[src/rtl/rdhs_pkg.sv]
// Shared types and constants of the request deduplication set.
package rdhs_pkg;

	localparam logic [31:0] FIB_MULT = 32'd2654435761;

	localparam logic [1:0] ST_DUPLICATE = 2'd0;
	localparam logic [1:0] ST_DROPPED   = 2'd1;
	localparam logic [1:0] ST_ACCEPTED  = 2'd2;

	// Request as it travels from the front part to the probe engine.
	typedef struct packed {
		logic [15:0] code_address;
		logic [31:0] window_hash;
		logic        queue_full;
		logic [31:0] mixed;
	} req_t;

endpackage

[src/rtl/rdhs_front.sv]
// Front part: takes request beats and computes the Fibonacci hash of each key.
module rdhs_front (
	input  logic              clk,
	input  logic              arst_n,
	input  logic              in_valid,
	output logic              in_ready,
	input  logic [15:0]       in_address,
	input  logic [31:0]       in_hash,
	input  logic              in_qfull,
	output logic              req_valid,
	input  logic              req_ready,
	output rdhs_pkg::req_t    req
);

	logic        v_s1;
	logic [15:0] addr_s1;
	logic [31:0] hash_s1;
	logic        qfull_s1;
	logic        v_s2;
	rdhs_pkg::req_t req_s2;
	logic        adv1;
	logic        adv2;
	logic [31:0] key_x;

	assign adv2     = v_s2 && req_ready;
	assign adv1     = v_s1 && (!v_s2 || adv2);
	assign in_ready = !v_s1 || adv1;
	assign key_x    = {16'b0, addr_s1} ^ hash_s1;

	always_ff @(posedge clk or negedge arst_n) begin
		if (!arst_n) begin
			v_s1 <= 1'b0;
			v_s2 <= 1'b0;
		end else begin
			if (in_valid && in_ready) begin
				v_s1 <= 1'b1;
			end else if (adv1) begin
				v_s1 <= 1'b0;
			end
			if (adv1) begin
				v_s2 <= 1'b1;
			end else if (adv2) begin
				v_s2 <= 1'b0;
			end
		end
	end

	always_ff @(posedge clk) begin
		if (in_valid && in_ready) begin
			addr_s1  <= in_address;
			hash_s1  <= in_hash;
			qfull_s1 <= in_qfull;
		end
		if (adv1) begin
			req_s2.code_address <= addr_s1;
			req_s2.window_hash  <= hash_s1;
			req_s2.queue_full   <= qfull_s1;
			req_s2.mixed        <= key_x * rdhs_pkg::FIB_MULT;
		end
	end

	assign req_valid = v_s2;
	assign req       = req_s2;

endmodule

[config.mk]
export PLATFORM = sky130hd
export DESIGN_NAME = rdhs_front
export DESIGN_NICKNAME = d
export VERILOG_FILES = /design/src/rtl/rdhs_pkg.sv /design/src/rtl/rdhs_front.sv
export SDC_FILE = /design/constraint.sdc
export NUM_CORES = 1
export LEC_CHECK = 0
export BUFFER_PORTS_ARGS = -buffer_cell sky130_fd_sc_hd__buf_2
export CORE_MARGIN = 4
export CORE_UTILIZATION = 46
export CTS_BUF_LIST = sky130_fd_sc_hd__clkbuf_16
export DETAILED_ROUTE_END_ITERATION = 16
export GPL_ROUTABILITY_DRIVEN = 0
export GPL_TIMING_DRIVEN = 0
export PLACE_DENSITY = 0.63
export SETUP_SLACK_MARGIN = 0.4
export SLEW_MARGIN = 20
export SYNTH_ARGS = -nofsm -noshare
export SYNTH_HDL_FRONTEND = slang
export SYNTH_SLANG_ARGS = --single-unit
[constraint.sdc]
create_clock -name clk -period 8.4 [get_ports clk]
set_input_delay 2.1 -clock clk [delete_from_list [all_inputs] [get_ports clk]]
set_output_delay 2.1 -clock clk [all_outputs]
set_load 0.05 [all_outputs]
==> flow_summary.yaml <==
run_status:
  status: "finished, final reports clean"
timing:
  maxSlewViolCount: 0
  timing.final.crit_share_pct: 92.1
  worst_pin_slew_ns: 0.802
  clock-skew-final_ns: 0.0109
  fmax_mhz: 129
  setup_viol: 0
  finalWorstPathRequiredPeriod_ns: 7.73
  final-hold-violation-count: 0
  tns_ns: 0
  fin_ws_ns: 0.667
  max_slew_margin_pct: 46.5
  grt_setup_unrepaired: "false"
die:
  start_util_pct: 47.0
  die_area_um2: 31400
  die_w_um: 177
  core_um2: 28000
  rows: 61
  die_h_um: 177
  io_pins: 136
synth:
  synth_compound_area_share_pct: 3.59
  netlist.area_leader.share_pct: 29.8
  synth.area.top_cells: "fa_1, edfxtp_1, ha_1"
  synthArstFlopShare_pct: 1.52
  yosys.area_share.adder_pct: 46.9
  synthFlopType: "edfxtp_1"
  seq_area_frac_synth_pct: 30.0
  synth-edff-count: 130
  yosys.area.top_type: "fa_1"
  synth_xor_area_share_pct: 6.80
  yosys_warnings: 0
  yosysMostFrequentCell: "inv_1"
  muxShareOfSynthArea_pct: 0.238
  synth_top_family_by_area: "adder cells"
  yosys-top-cells-count: "inv_1, fa_1, ha_1"
  synth_nets: 1518
  synth.avg_cell_area_um2: 12.1
  synth_area_um2: 13200
  synth_cell_types: 45
  synthSimpleGateAreaFrac_pct: 2.42
  synthCells: 1090
  synth_seq_cells: 132
cells_and_area:
  nNetsFinal: 1676
  antenna_cells: 0
  fin_util_pct: 53.7
  drive_above_1_share_pct: 15.8
  area_delta_synth_final_pct: 14.3
critical_path:
  path_class: "reg -> reg"
  r2r-end: "req[31]"
  crit_chain: "xnor2_1 -> inv_1 -> ha_1 -> inv_1 -> fa_1 -> fa_1 -> inv_1 -> fa_1 -> inv_1 -> fa_1 -> fa_1 -> fa_1 -> inv_1 -> fa_1 -> xnor2_1 -> xnor2_1 -> xnor2_1 -> xnor2_1 -> xnor2_4 -> xnor2_1 -> xnor2_1"
  crit_fanout: 8
  critPathRequiredTime_ns: 8.54
  cp-start-kind: "flop"
  max_stage_delay_ns: 0.61
  r2r_slack_ns: 0.67
  rr_worst_depth: 21
  rr_startpoint: "hash_s1[10]"
  end_kind: "flop"
  slowest_stage: "fa_1"
  worstPathArrival_ns: 7.87
clock_network:
  path_clk_slew_ns: 0.07
  cts_root_buf: "clkbuf_16"
  post_cts_buffers: 0
  clockBufferDepth: 2
  cts_sinks: 132
  cts_tree: "yes"
  htreeDepth: 4
  numCtsBuffers: 17
  clk_latency_ns: 0.43
global_route:
  grt-busiest-layer: "met2"
  grt_pass1_wl_um: 45600
  grt_antenna_before_repair: 0
  grt_max_degree: 48
  grt_usage_pct: 19.1
  met2_usage_pct: 32.8
  grt_pass1_vias: 8496
  use_met3_pct: 3.35
  use_met1_pct: 25.8
  grt-ovfl-total: 0
min_path:
  hold_end: "req[32]"
  min_path_cells: 0
  hold_path_class: "reg -> reg"
  hp-start: "qfull_s1"
routing:
  drtIter0Drc: 371
  wl_um: 27900
  route.detailed.drc: 0
  drtAntennaViolNets: 0
  dr.pass1.iters: 4
  viasPerCell: 4.66
  num_vias: 7641
  avgRoutedWirePerCell_um: 17.0
flow_run:
  maxCapViolations: 0
placed_design:
  port_buffers: 135
  hpwlAfterDp_um: 23100
  dpl_worst_slack_ns: 0.724
-- kinds of logic (layout without fill, tap and decap cells) --
kind of cell	Yosys count	after routing
compound gates	73	73
xor+xnor	91	91
fa+ha+maj	376	376
buf+inv	348	519
flops	132	132
mux	3	3
simple gates	67	67
-- per-stage QoR --
step | hold WS [ns] | area, um2 | cells
CTS | 0.422 | 15000 | 1639
global route | 0.445 | 15000 | 1639
finish | 0.421 | 15000 | 1639
detailed placement | 0.405 | 14400 | 1607
floorplan | 0.400 | 13200 | 1090
global placement | 0.408 | 14300 | 1603
-- how the worst max path moves through the flow --
stage	from	end	slack, ns
global route	hash_s1[10]	req[31]	0.42
global placement	hash_s1[13]	req[31]	0.38
finish	hash_s1[10]	req[31]	0.67
CTS	hash_s1[10]	req[31]	0.69
detailed placement	hash_s1[10]	req[31]	0.72
floorplan	hash_s1[13]	req[31]	1.68
-- cell usage in the layout, fill, tap and decap left out, types with 3 or more instances in the layout --
cell type and count:
nand2_1 26, ha_1 179, a21oi_1 25, o21ai_1 9, xor2_1 15, xor2_2 9, a21o_1 12, buf_2 135
xnor2_1 59, inv_2 5, o21a_1 6, nand2b_1 9, nor2_1 14, inv_6 5, fa_1 196, inv_8 4
buf_6 3, inv_1 340, edfxtp_1 130, nand4_1 4, clkbuf_16 17, xnor2_2 6, o21ai_0 5, nor3_1 3
a211oi_2 3
-- per-layer routing --
layer	wire, um	vias up
li1	-	3681
met5	0	-
met3	1190	24
met2	14100	144
met1	12300	3792
met4	362	0
-- flip-flops by register name (all words and copies together) (netlist names) --
name and cells:
hash_s1 32, req 81, addr_s1 16, v_s1 1, qfull_s1 1, req_valid 1
-- worst max-delay path, delay by kind of cell (launching register included) --
kind       cells  cell delay, ns
buf+inv        5            0.71
xor+xnor       8            2.33
flops          1            0.41
fa+ha+maj      8            3.99
-- layout make-up --
cell class                      count  area, um2
Buffer                              3       18.8
Clock inverter                     15        185
Clock buffer                       17        425
Inverter                          345       1290
Multi-Input combinational cell    610       7950
Tap cell                          378        473
Timing Repair Buffer              139        746
Fill cell                        2471      13000
Sequential cell                   132       3950
-- timing repair --
action                     in CTS  in global routing
gates resized for setup         0                  1
hold buffers                    0                  0
setup endpoints to repair       0                  3
Power is not shown: default switching activity piles up to over one toggle a cycle in this logic, so the estimate is an artifact.
