**config.mk**
```make
export PLATFORM = sky130hd
export DESIGN_NAME = rdhs_fifo
export DESIGN_NICKNAME = d
export VERILOG_FILES = /design/src/rtl/rdhs_pkg.sv /design/src/rtl/rdhs_fifo.sv
export SDC_FILE = /design/constraint.sdc
export NUM_CORES = 1
export LEC_CHECK = 0
export ABC_AREA = 0
export BUFFER_PORTS_ARGS = -buffer_cell sky130_fd_sc_hd__buf_2
export CAP_MARGIN = 10
export CORE_ASPECT_RATIO = 0.5
export CORE_UTILIZATION = 40
export CTS_BUF_LIST = sky130_fd_sc_hd__clkbuf_8
export CTS_CLUSTER_DIAMETER = 80
export DETAILED_ROUTE_END_ITERATION = 7
export PLACE_DENSITY = 0.63
export SETUP_SLACK_MARGIN = 0.3
export SYNTH_ARGS = -nofsm -noshare
export SYNTH_HDL_FRONTEND = slang
export SYNTH_SLANG_ARGS = --single-unit
```
**constraint.sdc**
```tcl
create_clock -name clk -period 3.2 [get_ports clk]
set_input_delay 0.32 -clock clk [delete_from_list [all_inputs] [get_ports clk]]
set_output_delay 0.32 -clock clk [all_outputs]
set_load 0.01 [all_outputs]
```
**src/rtl/rdhs_pkg.sv**
```systemverilog
// Shared types and constants of the request deduplication set.
package rdhs_pkg;

	localparam logic [31:0] FIB_MULT = 32'd2654435761;

	localparam logic [1:0] ST_DUPLICATE = 2'd0;
	localparam logic [1:0] ST_DROPPED   = 2'd1;
	localparam logic [1:0] ST_ACCEPTED  = 2'd2;

	// Request as it travels from the front part to the probe engine.
	typedef struct packed {
		logic [15:0] code_address;
		logic [31:0] window_hash;
		logic        queue_full;
		logic [31:0] mixed;
	} req_t;

endpackage

```
**src/rtl/rdhs_fifo.sv**
```systemverilog
// Short queue that decouples the hashing front from the probe engine.
module rdhs_fifo (
	input  logic              clk,
	input  logic              arst_n,
	input  logic              push_valid,
	output logic              push_ready,
	input  rdhs_pkg::req_t    push_data,
	output logic              pop_valid,
	input  logic              pop_ready,
	output rdhs_pkg::req_t    pop_data
);

	localparam int DEPTH  = 4;
	localparam int PTR_W  = $clog2(DEPTH);

	rdhs_pkg::req_t     store_q [DEPTH];
	logic [PTR_W-1:0]   wr_ptr_q;
	logic [PTR_W-1:0]   rd_ptr_q;
	logic [PTR_W:0]     count_q;
	logic               do_push;
	logic               do_pop;

	assign push_ready = count_q != (PTR_W+1)'(DEPTH);
	assign pop_valid  = count_q != '0;
	assign do_push    = push_valid && push_ready;
	assign do_pop     = pop_valid && pop_ready;
	assign pop_data   = store_q[rd_ptr_q];

	always_ff @(posedge clk or negedge arst_n) begin
		if (!arst_n) begin
			wr_ptr_q <= '0;
			rd_ptr_q <= '0;
			count_q  <= '0;
		end else begin
			if (do_push) begin
				wr_ptr_q <= wr_ptr_q + 1'b1;
			end
			if (do_pop) begin
				rd_ptr_q <= rd_ptr_q + 1'b1;
			end
			if (do_push && !do_pop) begin
				count_q <= count_q + 1'b1;
			end else if (do_pop && !do_push) begin
				count_q <= count_q - 1'b1;
			end
		end
	end

	always_ff @(posedge clk) begin
		if (do_push) begin
			store_q[wr_ptr_q] <= push_data;
		end
	end

endmodule

```
==> results.toml, run 1 <==
[run_status]
status = "finished, final reports clean"

[sta]
rsz0062_at_grt = "no"
timing_hold_violations_final = 0
clock_skew_ps = 16.70
fmax_ghz = 0.3701
period_share_pct = 84.44
fin_crit_ps = 2702
slew_headroom_pct = 60.28
slew_violations = 0
worst_hold_slack_ps = 61.46
setup_viol_count_final = 0
worstMarginPinSlew_ps = 595.8
finalSetupTns_ps = 0

[power_and_ir_drop]
leakagePower_nw = 5.280
ir_drop_v = 0.0003513
power_density_nw_per_um2 = 858.7

[setup_path]
cpPeakStageDelay_ps = 710
crit_arrival_ps = 2380
cp-end-kind = "output pin"
critPathKind = "register to output pin"
r2r_end = "store_q[0][73]$_DFFE_PP_"
worstReg2RegStart = "count_q[0]$_DFFE_PN0P_"
critPathRequiredTime_ps = 2880
r2r_cells = 4
worst_setup_path_start_kind = "register"
path_max_fanout = 32
path_cells = "buf_12, mux4_2, buf_2"
slowest_stage = "dfrtp_4"
rrSetupSlack_ps = 1030

[floorplan]
start_util_pct = 41.25
core_area_um2 = 29340
die_x_um = 248.0
dieArea_um2 = 31000
die_h_um = 125
io_pins = 168
std_cell_rows = 44

[placement]
dp.final_hpwl_um = 14540
portBuffers = 167
gp_congestion = 0.7093

[run]
drv_cap = 0

[clock_network]
root_buffer = "clkbuf_8"
clk_path_buf_depth = 3
clock_latency_ps = 560
path_clk_slew_ps = 60
cts_buffers = 47
cts_tree = "built"
clkSinkCount = 331
htree_levels = 2

[layout]
antenna_cells = 0
drive_gt1_share_pct = 41.62
areaGrowthSynthToFinish_pct = 25.27
nNetsFinal = 844
register_area_um2 = 9912
final_core_util_pct = 51.67
fillCellCount = 2318
multi_input_area_um2 = 2054

[synthesis]
synth_area_um2 = 12100
yosysTopAreaCell = "edfxtp_1"
synth-async-reset-ratio_pct = 2.115
synth_top_cells_by_count = "324 x edfxtp_1, 81 x mux4_2, 9 x buf_2, 8 x buf_6, 7 x dfrtp_1"
synth_edf_count = 324
syn_nets = 549
synth_top_cells_by_area = "edfxtp_1 80%, mux4_2 15%, dfrtp_1 1.4%"
ys_types = 18
synth_top_area_share_pct = 80.39
yosys_most_used_dff = "edfxtp_1"
ys_seq_elements = 331
yosysMostFrequentCell = "edfxtp_1"
synthesis.instances = 458
avgSynthCellArea_um2 = 26.43
ys_seq_area_share_pct = 81.84
ys_warn_count = 0

[drt]
wirelength_um = 23640
post_drt_wl_per_cell_um = 20.05
vias = 5755
route.detailed.drc = 0
drtIter0Drc = 348
routed_via_density = 4.881
firstDrtPassIters = 6
postRouteAntennaNets = 0

[global_route]
grt_usage_pct = 15.93
grt_pass1_wl_um = 36940
grt_max_degree = 43
grt_overflow = 0
grt_pass1_vias = 6514
antenna_found_initial = 0

[worst_hold_path]
worstHoldEndpoint = "rd_ptr_q[1]$_DFFE_PN0P_"
worstHoldStart = "pop_ready"
min_path_type = "input port to register"
whs_path_depth = 3
state kept, by name, summed over array words and instances (netlist names):
signal / flops
rd_ptr_q: 2
count_q: 3
wr_ptr_q: 2
store_q: 324
per-stage QoR:
stage | total power, mW | worst slack [ps] | area [µm²] | std cells
2_1_floorplan | 8.589 | 973.8 | 12110 | 458
3_3_place_gp | 10.10 | 1018 | 13500 | 1013
3_5_place_dp | 10.17 | 1015 | 13500 | 1013
4_1_cts | 13.28 | 391.3 | 15160 | 1179
5_1_grt | 13.70 | 317.5 | 15160 | 1179
6_report | 13.02 | 498.0 | 15160 | 1179
cell families (layout without fill, tap and decap cells):
logic type | Yosys count | in the layout | share of synthesized area (%)
compound gates | 1 | 1 | 0.09304
xor+xnor | 6 | 6 | 0.4342
fa+ha+maj | 6 | 6 | 0.6823
buf+inv | 21 | 351 | 1.272
flops | 331 | 331 | 81.84
mux | 83 | 83 | 15.26
simple gates | 10 | 10 | 0.4239
metal layers:
metal  global-route usage (%)  routed length [µm]
met3                    3.478                 911
met5                        0                   0
met4                    4.511                 355
met2                    27.56               12490
met1                    20.26                9882
worst max-delay path: cells and delay by family, from the launching register on:
| kind | cells | cell delay [ps] |
|---|---|---|
| buffers and inverters | 2 | 500 |
| DFF | 1 | 710 |
| muxes | 1 | 570 |
report_power, final:
| group | leakage [nW] | switching, mW | internal (mW) | total [mW] |
|---|---|---|---|---|
| Clock | 0.499 | 1.51 | 1.48 | 2.99 |
| Combinational | 1.73 | 2.03 | 1.89 | 3.92 |
| Sequential | 3.05 | 0.378 | 5.73 | 6.11 |
worst max path at each step:
stage	cells past startpoint	slack, ps	to	startpoint
after global routing	3	320	pop_data[9]	rd_ptr_q[0]$_DFFE_PN0P_
after floorplan	3	970	store_q[0][0]$_DFFE_PP_	count_q[0]$_DFFE_PN0P_
final	3	500	pop_data[9]	rd_ptr_q[0]$_DFFE_PN0P_
after detailed placement	4	1020	store_q[0][52]$_DFFE_PP_	count_q[0]$_DFFE_PN0P_
after CTS	3	390	pop_data[9]	rd_ptr_q[0]$_DFFE_PN0P_
after global placement	4	1020	store_q[0][52]$_DFFE_PP_	count_q[0]$_DFFE_PN0P_
cells in the final DEF, fill, tap and decap left out, types with 5 or more instances in the layout:
| master | count |
|---|---|
| inv_1 | 22 |
| edfxtp_1 | 324 |
| dlygate4sd3_1 | 82 |
| dfrtp_1 | 5 |
| buf_12 | 7 |
| buf_4 | 8 |
| clkbuf_8 | 48 |
| ha_1 | 5 |
| clkinv_2 | 5 |
| mux4_2 | 81 |
| buf_2 | 167 |
| clkinv_1 | 9 |
area by class of cell:
| cell class | instances | area share [%] |
|---|---|---|
| tap | 391 | 3.227 |
| clock inverter | 36 | 1.164 |
| multi-input combinational | 106 | 13.55 |
| timing repair buffer | 264 | 12.25 |
| clock buffer | 48 | 4.358 |
| sequential | 331 | 65.38 |
| inverter | 3 | 0.07428 |
what timing repair did:
item / 4_1_cts / 5_1_grt
setup buffers: 0 / 0
endpoints found under the hold margin: 331 / 0
hold buffers: 82 / 0
gates resized for setup: 0 / 0
Power figures use the tool's default switching activity.
==> run 2, diff against run 1 <==
--- a/config.mk
+++ b/config.mk
@@ -5,7 +5,7 @@
 export SDC_FILE = /design/constraint.sdc
 export NUM_CORES = 1
 export LEC_CHECK = 0
-export ABC_AREA = 0
+export ABC_AREA = 1
 export BUFFER_PORTS_ARGS = -buffer_cell sky130_fd_sc_hd__buf_2
 export CAP_MARGIN = 10
 export CORE_ASPECT_RATIO = 0.5
==> constraint.sdc (replaced) <==
create_clock -name clk -period 2.2 [get_ports clk]
set_input_delay 0.22 -clock clk [delete_from_list [all_inputs] [get_ports clk]]
set_output_delay 0.22 -clock clk [all_outputs]
set_load 0.01 [all_outputs]
==> run 2 against run 1 <==
  * Clock power grew 58%
  * First-iteration DRC count grew 21%
  * Sequential share of layout area decreased by 8.7 points
==> results.toml, run 2 <==
[run_status]
status = "finished, final reports clean"

[floorplan]
io_pins = 168
core_area_um2 = 33230
die_x_um = 262.7
dieArea_um2 = 34760
std_cell_rows = 47
die_h_um = 132.3
start_util_pct = 40.90

[layout]
nNetsFinal = 1401
largestRegisters = "store_q (324), count_q (3)"
final_core_util_pct = 52.66
antenna_cells = 0
final_common_cell = "edfxtp_1"
fin_area_um2 = 17500
largest_register = "store_q"
layout_common_cells = "324 x edfxtp_1, 253 x nand2_1, 189 x inv_1"
areaGrowthSynthToFinish_pct = 28.76
fin_cells = 1787
drive_gt1_share_pct = 26.37
largest_reg_flops = 324

[global_route]
grt_pass1_wl_um = 45870
grt_overflow = 0
grt_usage_pct = 17.13
antenna_found_initial = 0
grt_max_degree = 64
grt_pass1_vias = 8498

[synthesis]
synth_edf_count = 324
ys_seq_area_share_pct = 72.89
synthesis.instances = 1003
synth_area_um2 = 13590
synth_top_cells_by_count = "324 x edfxtp_1, 260 x nand2_1, 173 x inv_1, 112 x o211ai_1, 50 x o211ai_2"
synth_top_area_share_pct = 71.60
syn_nets = 1094
yosys_most_used_dff = "edfxtp_1"
ys_warn_count = 0
avgSynthCellArea_um2 = 13.55
yosysMostFrequentCell = "edfxtp_1"
synth_top_cells_by_area = "edfxtp_1 72%, nand2_1 7.2%, o211ai_1 6.2%"
synth-async-reset-ratio_pct = 2.115
ys_types = 19
yosysTopAreaCell = "edfxtp_1"
ys_seq_elements = 331

[placement]
dp_slack_ps = 349.8
dp.cells = 1579
gp_congestion = 0.7304
place_area_um2 = 14920
portBuffers = 167
dp.final_hpwl_um = 16000

[drt]
route.detailed.drc = 0
route.met2.wl_um = 16670
wirelength_um = 32370
post_drt_wl_per_cell_um = 18.11
firstDrtPassIters = 5
wl_met1_um = 13510
drtIter0Drc = 420
postRouteAntennaNets = 0
top_layer_used = "met4"
routed_via_density = 4.799
wl_met3_um = 1786
vias = 8575

[setup_path]
path_cells = "buf_12, inv_16, buf_4, nand2_1, o211ai_1, nand2_1, buf_2"
critical_path.top_delay_family = "buffers and inverters"
rrSetupSlack_ps = 390
critPathRequiredTime_ps = 1980
critPathKind = "register to output pin"
path_common_cell = "nand2_1"
worst_setup_path_start_kind = "register"
slowest_stage = "dfrtp_2"
crit_arrival_ps = 1890
critPathBufInv = 4
cp-end-kind = "output pin"
cpPeakStageDelay_ps = 490
path_max_fanout = 11

[sta]
worst_hold_slack_ps = 56.84
timing_hold_violations_final = 0
clock_skew_ps = 20.06
fmax_ghz = 0.4739
finalSetupTns_ps = 0
setup_viol_count_final = 0
slew_headroom_pct = 69.03
slew_violations = 0
period_share_pct = 95.92
layout_setup_ws_ps = 89.71
rsz0062_at_grt = "yes"
worstMarginPinSlew_ps = 464.6
fin_crit_ps = 2110

[run]
drv_cap = 0

[worst_hold_path]
min_path_type = "input port to asynchronous set/reset pin"

[clock_network]
root_buffer = "clkbuf_8"
path_clk_slew_ps = 60
htree_levels = 2
clkSinkCount = 331
cts_buffers = 49
clock_latency_ps = 580
clk_path_buf_depth = 3
cts_tree = "built"

[power_and_ir_drop]
p_total_mw = 23.14
ir_drop_v = 0.0006752
leakagePower_nw = 7.173
power_density_nw_per_um2 = 1323
run 2: cell count changes after synthesis, moves of 6 or more:
cell      change
nand2_1     +258
inv_1       +170
o211ai_1    +112
mux4_2       -81
o211ai_2     +50
buf_6        +20
clkbuf_1     +13
nand3_1       +6
run 2: kinds of logic after synthesis:
family	after synthesis	share of synthesized area, %
AO/OA/AOI/OAI	163	10.83
buffers and inverters	230	8.011
XOR/XNOR	1	0.06447
flip-flops	331	72.89
AND/OR/NAND/NOR	272	7.597
adder cells (fa/ha/maj)	6	0.6077
run 2: final timing paths:
path                            cells after the start                     from                       to
worst max-delay path                                7  rd_ptr_q[0]$_DFFE_PN0P_             pop_data[79]
worst min-delay path                                2                   arst_n   count_q[0]$_DFFE_PN0P_
worst max register to register                     10   count_q[0]$_DFFE_PN0P_   count_q[2]$_DFFE_PN0P_
worst min register to register                      1   count_q[0]$_DFFE_PN0P_   count_q[0]$_DFFE_PN0P_
max in group asynchronous                           3                   arst_n  rd_ptr_q[1]$_DFFE_PN0P_
min in group clk                                    2             push_data[4]  store_q[0][4]$_DFFE_PP_
run 2: metal layers:
metal / track usage (%) / vias up
li1: - / 4127
met1: 20.69 / 4240
met2: 31.26 / 172
met3: 3.605 / 36
met4: 4.281 / 0
met5: 0 / -
run 2: layout make-up:
type | count | area, µm²
Fill cell | 2700 | 15730
Sequential cell | 331 | 9911
Timing Repair Buffer | 303 | 2683
Multi-Input combinational cell | 442 | 2674
Clock buffer | 51 | 701.9
Inverter | 178 | 688.2
Tap cell | 441 | 551.8
Clock inverter | 36 | 200.2
Timing Repair inverter | 5 | 86.33
run 2: repair_timing:
action | in CTS | in global routing
buffers inserted | 7 | 5
endpoints found under the setup margin | 81 | 82
pin swaps | 6 | 15
hold buffers | 85 | 0
endpoints found under the hold margin | 335 | 0
resized for setup | 25 | 36
cloned | 8 | 16
run 2: where the power goes:
part           switching, mW  internal, mW
Sequential             0.376          8.29
Clock                   2.33          2.38
Combinational           5.80          3.96
